===== src/rtl/lrss_pkg.sv =====
package lrss_pkg;

   localparam int BUCKETS    = 95;
   localparam int BW         = $clog2(BUCKETS);
   localparam int FIRST_CODE = 32;
   localparam int LAST_CODE  = 126;

   localparam logic [1:0] REQ_LOAD = 2'd0;
   localparam logic [1:0] REQ_SORT = 2'd1;
   localparam logic [1:0] REQ_READ = 2'd2;

   localparam logic [1:0] ST_OK      = 2'd0;
   localparam logic [1:0] ST_FULL    = 2'd1;
   localparam logic [1:0] ST_NO_READ = 2'd2;
   localparam logic [1:0] ST_PARTIAL = 2'd3;

   typedef enum logic [4:0] {
      S_IDLE, S_DIV, S_LOAD, S_NOP, S_RD0, S_RD1, S_RD2,
      S_SETUP, S_CHK, S_INIT, S_CLR,
      S_CNT0, S_CNT1, S_CNT2, S_CNT3,
      S_PFX0, S_PFX1,
      S_SCT0, S_SCT1, S_SCT2, S_SCT3,
      S_CPY0, S_CPY1, S_DONE
   } ctl_state_type;

   typedef enum logic [4:0] {
      OP_NONE, OP_DIV, OP_LOAD, OP_NOP, OP_RD0, OP_RD1, OP_RD2,
      OP_SETUP, OP_INIT, OP_CLR,
      OP_CNT0, OP_CNT1, OP_CNT2, OP_CNT3,
      OP_PFX0, OP_PFX1,
      OP_SCT0, OP_SCT1, OP_SCT2, OP_SCT3,
      OP_CPY0, OP_CPY1, OP_DONE
   } dp_op_type;

   typedef struct packed {
      logic      accept;
      logic      cfg_write;
      dp_op_type op;
   } dp_cmd_type;

   typedef struct packed {
      logic can_read;
      logic n_zero;
      logic i_last;
      logic b_last;
      logic p_zero;
      logic div_last;
   } dp_status_type;

endpackage


===== src/rtl/lrss_ctrl.sv =====
module lrss_ctrl (
   input  logic                   clock,
   input  logic                   reset,
   input  logic                   start,
   input  logic [1:0]             req_type,
   input  logic                   csr_valid,
   output logic                   csr_ready,
   output logic                   busy,
   output lrss_pkg::dp_cmd_type    cmd,
   input  lrss_pkg::dp_status_type stat
);

   lrss_pkg::ctl_state_type state_ff, state_in;

   always_ff @(posedge clock) begin
      if (reset) begin
         state_ff <= lrss_pkg::S_IDLE;
      end else begin
         state_ff <= state_in;
      end
   end

   always_comb begin
      state_in      = state_ff;
      cmd.accept    = 1'b0;
      cmd.cfg_write = 1'b0;
      cmd.op        = lrss_pkg::OP_NONE;
      busy          = 1'b1;
      csr_ready     = 1'b0;
      unique case (state_ff)
         lrss_pkg::S_IDLE: begin
            busy      = 1'b0;
            csr_ready = !start;
            if (start) begin
               cmd.accept = 1'b1;
               unique case (req_type)
                  lrss_pkg::REQ_LOAD: state_in = lrss_pkg::S_LOAD;
                  lrss_pkg::REQ_SORT: state_in = lrss_pkg::S_SETUP;
                  lrss_pkg::REQ_READ: state_in = lrss_pkg::S_RD0;
                  default:            state_in = lrss_pkg::S_NOP;
               endcase
            end else if (csr_valid) begin
               cmd.cfg_write = 1'b1;
               state_in      = lrss_pkg::S_DIV;
            end
         end
         lrss_pkg::S_DIV: begin
            cmd.op = lrss_pkg::OP_DIV;
            if (stat.div_last) state_in = lrss_pkg::S_IDLE;
         end
         lrss_pkg::S_LOAD: begin
            cmd.op   = lrss_pkg::OP_LOAD;
            state_in = lrss_pkg::S_IDLE;
         end
         lrss_pkg::S_NOP: begin
            cmd.op   = lrss_pkg::OP_NOP;
            state_in = lrss_pkg::S_IDLE;
         end
         lrss_pkg::S_RD0: begin
            cmd.op   = lrss_pkg::OP_RD0;
            state_in = stat.can_read ? lrss_pkg::S_RD1 : lrss_pkg::S_IDLE;
         end
         lrss_pkg::S_RD1: begin
            cmd.op   = lrss_pkg::OP_RD1;
            state_in = lrss_pkg::S_RD2;
         end
         lrss_pkg::S_RD2: begin
            cmd.op   = lrss_pkg::OP_RD2;
            state_in = lrss_pkg::S_IDLE;
         end
         lrss_pkg::S_SETUP: begin
            cmd.op   = lrss_pkg::OP_SETUP;
            state_in = lrss_pkg::S_CHK;
         end
         lrss_pkg::S_CHK: begin
            state_in = stat.n_zero ? lrss_pkg::S_DONE : lrss_pkg::S_INIT;
         end
         lrss_pkg::S_INIT: begin
            cmd.op = lrss_pkg::OP_INIT;
            if (stat.i_last) state_in = lrss_pkg::S_CLR;
         end
         lrss_pkg::S_CLR: begin
            cmd.op = lrss_pkg::OP_CLR;
            if (stat.b_last) state_in = lrss_pkg::S_CNT0;
         end
         lrss_pkg::S_CNT0: begin
            cmd.op   = lrss_pkg::OP_CNT0;
            state_in = lrss_pkg::S_CNT1;
         end
         lrss_pkg::S_CNT1: begin
            cmd.op   = lrss_pkg::OP_CNT1;
            state_in = lrss_pkg::S_CNT2;
         end
         lrss_pkg::S_CNT2: begin
            cmd.op   = lrss_pkg::OP_CNT2;
            state_in = lrss_pkg::S_CNT3;
         end
         lrss_pkg::S_CNT3: begin
            cmd.op   = lrss_pkg::OP_CNT3;
            state_in = stat.i_last ? lrss_pkg::S_PFX0 : lrss_pkg::S_CNT0;
         end
         lrss_pkg::S_PFX0: begin
            cmd.op   = lrss_pkg::OP_PFX0;
            state_in = lrss_pkg::S_PFX1;
         end
         lrss_pkg::S_PFX1: begin
            cmd.op   = lrss_pkg::OP_PFX1;
            state_in = stat.b_last ? lrss_pkg::S_SCT0 : lrss_pkg::S_PFX0;
         end
         lrss_pkg::S_SCT0: begin
            cmd.op   = lrss_pkg::OP_SCT0;
            state_in = lrss_pkg::S_SCT1;
         end
         lrss_pkg::S_SCT1: begin
            cmd.op   = lrss_pkg::OP_SCT1;
            state_in = lrss_pkg::S_SCT2;
         end
         lrss_pkg::S_SCT2: begin
            cmd.op   = lrss_pkg::OP_SCT2;
            state_in = lrss_pkg::S_SCT3;
         end
         lrss_pkg::S_SCT3: begin
            cmd.op   = lrss_pkg::OP_SCT3;
            state_in = stat.i_last ? lrss_pkg::S_CPY0 : lrss_pkg::S_SCT0;
         end
         lrss_pkg::S_CPY0: begin
            cmd.op   = lrss_pkg::OP_CPY0;
            state_in = lrss_pkg::S_CPY1;
         end
         lrss_pkg::S_CPY1: begin
            cmd.op = lrss_pkg::OP_CPY1;
            if (!stat.i_last) begin
               state_in = lrss_pkg::S_CPY0;
            end else if (stat.p_zero) begin
               state_in = lrss_pkg::S_DONE;
            end else begin
               state_in = lrss_pkg::S_CLR;
            end
         end
         lrss_pkg::S_DONE: begin
            cmd.op   = lrss_pkg::OP_DONE;
            state_in = lrss_pkg::S_IDLE;
         end
         default: state_in = lrss_pkg::S_IDLE;
      endcase
   end

endmodule


===== config.mk =====
export PLATFORM = sky130hd
export DESIGN_NAME = lrss_ctrl
export DESIGN_NICKNAME = d
export VERILOG_FILES = /design/src/rtl/lrss_pkg.sv /design/src/rtl/lrss_ctrl.sv
export SDC_FILE = /design/constraint.sdc
export NUM_CORES = 1
export LEC_CHECK = 0
export BUFFER_PORTS_ARGS = -buffer_cell sky130_fd_sc_hd__buf_2
export CAP_MARGIN = 20
export CORE_MARGIN = 1.5
export CORE_UTILIZATION = 53
export CTS_BUF_LIST = sky130_fd_sc_hd__clkbuf_8
export DETAILED_ROUTE_END_ITERATION = 6
export GPL_TIMING_DRIVEN = 0
export PLACE_DENSITY = 0.83
export SLEW_MARGIN = 20
export SYNTH_ARGS = -nofsm -noshare
export SYNTH_HDL_FRONTEND = slang
export SYNTH_SLANG_ARGS = --single-unit
export TNS_END_PERCENT = 50

===== constraint.sdc =====
create_clock -name clock -period 2.1 [get_ports clock]
set_clock_uncertainty 0.15 [all_clocks]
set_input_delay 0.21 -clock clock [delete_from_list [all_inputs] [get_ports clock]]
set_output_delay 0.21 -clock clock [all_outputs]
set_load 0.01 [all_outputs]

[Yosys cells after proc, flatten, opt, wreduce, memory -nomap -nowiden]
Cells that the tools add are included.
Word-level totals
  bits in registers: 5
  bits in latches: 0
  bits in writable memories: 0
  ROM bits: 0
  input bits: 12
  output and inout bits: 9
  memories kept: 0
Operators by class
  add/sub/neg operators: 0
  multiply operators: 0
  div/mod/pow operators: 0
  $lt $le $gt $ge: 0
  equal/unequal tests: 29
  shift operators: 0
  mux-type cells: 21
  bitwise gates (word level): 0
  reduce and logical (&&, ||, !) cells: 4
Operator list (count)
  $pmux 5 s22: 1
  $pmux 5 s20: 1
  $mux 5: 9
  $eq 5x4->1 const B: 8
  $eq 5x5->1 const B: 8
  $eq 5x3->1 const B: 4
  $eq 5x2->1 const B: 2
  $mux 3: 3
  $pmux 3 s3: 1
  $ne 2x2->1 const B: 3
  $eq 5x1->1 const B: 1
  $logic_not 5->1: 1
  $mux 1: 5
  $reduce_and 4->1: 1
  $ne 3x3->1 const B: 1
  $eq 2x1->1 const B: 1
  $eq 2x2->1 const B: 1
  $logic_not 2->1: 1
  $mux 2: 1
  $logic_not 1->1: 1

[Longest topological paths before layout]
  word-level depth: 4
  mapped depth: 7
  gate-level depth less buffers: 6

[Worst setup path after synthesis]
OpenSTA, ideal clock, no wires.
  path kind: reg2out
  from: register state_ff[1]
  to: output port cmd[5] in the netlist's numbering
  data arrival time: 1227 ps
  setup slack: 513 ps
  stages on the path, launching flop included: 6
  path buffers: 1
  cell sequence: dfxtp_1 buf_2 nor3_1 nand2_1 nor2_1 and2_1
RTL lines
  from (decl): line lrss_ctrl.sv:13  | lrss_pkg::ctl_state_type state_ff, state_in;
  from (signal assigned): line lrss_ctrl.sv:17  | state_ff <= lrss_pkg::S_IDLE;
  from (signal assigned): line lrss_ctrl.sv:19  | state_ff <= state_in;
  to (decl): line lrss_ctrl.sv:9  | output lrss_pkg::dp_cmd_type cmd,

==> summary.md <==
| Metric | Value |
|---|---|
| Commonest non-fill, non-tap cells in the layout | 25 x buf_2, 11 x a21oi_1, 10 x nor2_1, 10 x o21ai_0, 8 x inv_1 |
| Clock Power Share | 0.209 |
| DRC | 0 |
| Final HPWL DP | 1620 um |
| Inst Count DP | 146 |
| Initial DRC Count | 49 |
| Post-CTS sizing | 0 |
| Yosys warning total | 0 |
| Chip Width | 40.7 um |
| Max incr delay on CP | 0.44 ns |
| Worst slew pin tran | 0.448 ns |
| Core box area | 1320 um2 |
| Synth area leaders | dfxtp_1 13%, a21oi_1 7.3%, o21ai_0 6.7% |
| Total gr overflow | 0 |
| Ant. Diodes | 0 |
| Final Hold Fails | 0 |
| Largest registers | state_ff (5) |
| Fmax | 509 MHz |
| Final hold slack | 0.107 ns |
| Max-slew violations | 0 |
| Gr usage total | 0.289 |
| Static Leak | 0.422 nW |
| DR vias | 954 |
| Yosys reg bits | 5 |
| Pwr dens | 876 nW/um2 |
| Mapped Nets | 126 |
| # nets final | 151 |
| Worst Path Buf+Inv | 3 |
| Drt wl/cell | 14.7 um |
| Drt first pass iters | 4 |
| Top-area cell type share of the netlist area | 0.133 |
| Max reg flops | 5 |
| Tcrit/Tclk final | 0.936 |
| CTS Root Buffer Type | clkbuf_8 |
| Die Y | 40.7 um |
| Initial core utilization | 0.571 |
| Initial antenna violation count | 0 |
| Finished Core Util | 0.695 |
| Top_reg_cell synth | dfxtp_1 |
| Clk sinks | 5 |
| Row cnt | 13 |
| Area Overhead vs Synth | 21.8% |
| Cts bufs inserted | 3 |
| Post-synthesis async set-or-reset flop share | 0 |
| Min-delay worst type | in -> reg |
| Vias per std cell | 6.36 |
| Minimum clock period | 1.97 ns |
| Synth Area per Inst | 6.77 um2 |
| Largest net degree at the start of global routing | 11 |
| RSZ-0062 raised after global routing | no |
| Clock Latency Late Sink | 0.22 ns |
| First-pass GRT wire length | 3220 um |
| Top cell by count, worst path | buf_2 |
| Startpoint types | flip-flop |
| Post-Syn Instances | 111 |
| Register share of total power | 0.174 |
| Net switching power figure | 367 uW |
| Reg2Reg Setup Slack | 0.27 ns |
| Largest Register | state_ff |
| Commonest non-fill, non-tap cell in the layout | buf_2 |
| Largest delay share family, worst path | buffers and inverters |
| Switch share | 0.457 |
| Logic pwr share | 0.617 |
| Die ar. | 1650 um2 |
| Peak VDD IR | 643 uV |
| Crit-path cells | buf_2, buf_2, a21oi_1, o31ai_1, buf_2 |
| EDFF count, synth | 0 |
| CP max-delay cell | dfxtp_1 |
| H-tree levels | 1 |
| Post-CTS Setup Bufs | 0 |
| Final cell count without fillers | 150 |
| Fin Setup TNS | 0 ns |
| Layout cells sized above 1 | 0.267 |
| Vias in the first global route | 734 |
| Worst Path Arrival | 1.61 ns |
| Final setup fails | 0 |
| Final ANT Viol Nets | 0 |
| Kind of end point of the critical path | output port |
| Post-Route WL | 2210 um |
| CTS Hold Bufs | 0 |
| Worst Path Required | 1.74 ns |
| Ports | 21 |
| Clock Path Buffers | 2 |
| Clock slew at reported path FFs | 0.03 ns |
| Cell Int Power | 435 uW |
| Critical path class | reg -> out |
| Post-synthesis sequential area ratio | 0.133 |
| Critical path fanouts, max | 10 |
| Post-synth cell types | 37 |
| Max_slew headroom | 0.701 |
| Post-synthesis cell area | 752 um2 |
| CTS tree | yes |
| Status | finished clean |
| Max Cap Violations | 0 |
| Buffers on Ports | 20 |
| GPL Wtd Cong | 0.943 |
| Synth area leader | dfxtp_1 |
metal layers:
metal	routed length [um]	global-route usage	vias to the layer above
li1	-	-	455
met1	918	0.410	423
met2	995	0.437	74
met3	273	0.0815	2
met4	18	0.0500	0
met5	0	0	-
logic make-up after synthesis:
logic type | Yosys count | synth area share
adders and majority gates | 3 | 0.0499
muxes | 1 | 0.0133
AOI/OAI and AO/OA | 44 | 0.373
and+or+nand+nor | 42 | 0.308
DFF | 5 | 0.133
buffers and inverters | 16 | 0.123
worst reg2reg max path: cells and delay by family (launching register included):
kind | cells | cell delay [ns]
AOI/OAI and AO/OA | 2 | 0.26
DFF | 1 | 0.36
and+or+nand+nor | 3 | 0.92
power by group through the flow:
stage | Sequential [mW] | Clock, mW | Combinational [mW]
2_1_floorplan | 0.131 | 0 | 0.350
3_3_place_gp | 0.139 | 0 | 0.472
3_5_place_dp | 0.138 | 0 | 0.480
4_1_cts | 0.137 | 0.173 | 0.486
5_1_grt | 0.141 | 0.184 | 0.546
6_report | 0.140 | 0.167 | 0.496
stage by stage:
| stage | setup slack [ns] | power [mW] | cell area (um2) |
|---|---|---|---|
| 2_1_floorplan | 0.513 | 0.481 | 752 |
| 3_3_place_gp | 0.387 | 0.611 | 871 |
| 3_5_place_dp | 0.364 | 0.619 | 871 |
| 4_1_cts | 0.184 | 0.796 | 916 |
| 5_1_grt | 0.0816 | 0.870 | 916 |
| 6_report | 0.134 | 0.802 | 916 |
synthesized netlist by cell type (2+ instances only):
master	instances
a21oi_1	11
a31oi_1	2
buf_2	5
buf_6	3
dfxtp_1	5
ha_1	3
inv_1	7
nand2_1	7
nand2b_1	4
nand3_1	4
nor2_1	10
nor2b_1	5
nor3_1	3
nor3b_1	2
o21a_1	2
o21ai_0	10
o22ai_1	5
o2bb2ai_1	2
o31ai_1	3
final cells by class:
cell class,instances,area [um2]
Inverter,7,26.3
Clock inverter,1,3.75
Buffer,9,66.3
Timing Repair Buffer,20,100
Multi-Input combinational cell,90,559
Fill cell,120,402
Clock buffer,3,41.3
Tap cell,15,18.8
Sequential cell,5,100
final timing paths:
| kind | from | to | cells after the start |
|---|---|---|---|
| hold reg to reg | state_ff[0]$_SDFFE_PP0P_ | state_ff[2]$_SDFFE_PP0P_ | 3 |
| setup / recovery | state_ff[2]$_SDFFE_PP0P_ | cmd[1] | 5 |
| hold / removal | reset | state_ff[4]$_SDFFE_PP0P_ | 2 |
| setup reg to reg | state_ff[2]$_SDFFE_PP0P_ | state_ff[0]$_SDFFE_PP0P_ | 5 |
(Power assumes the default switching activity.)
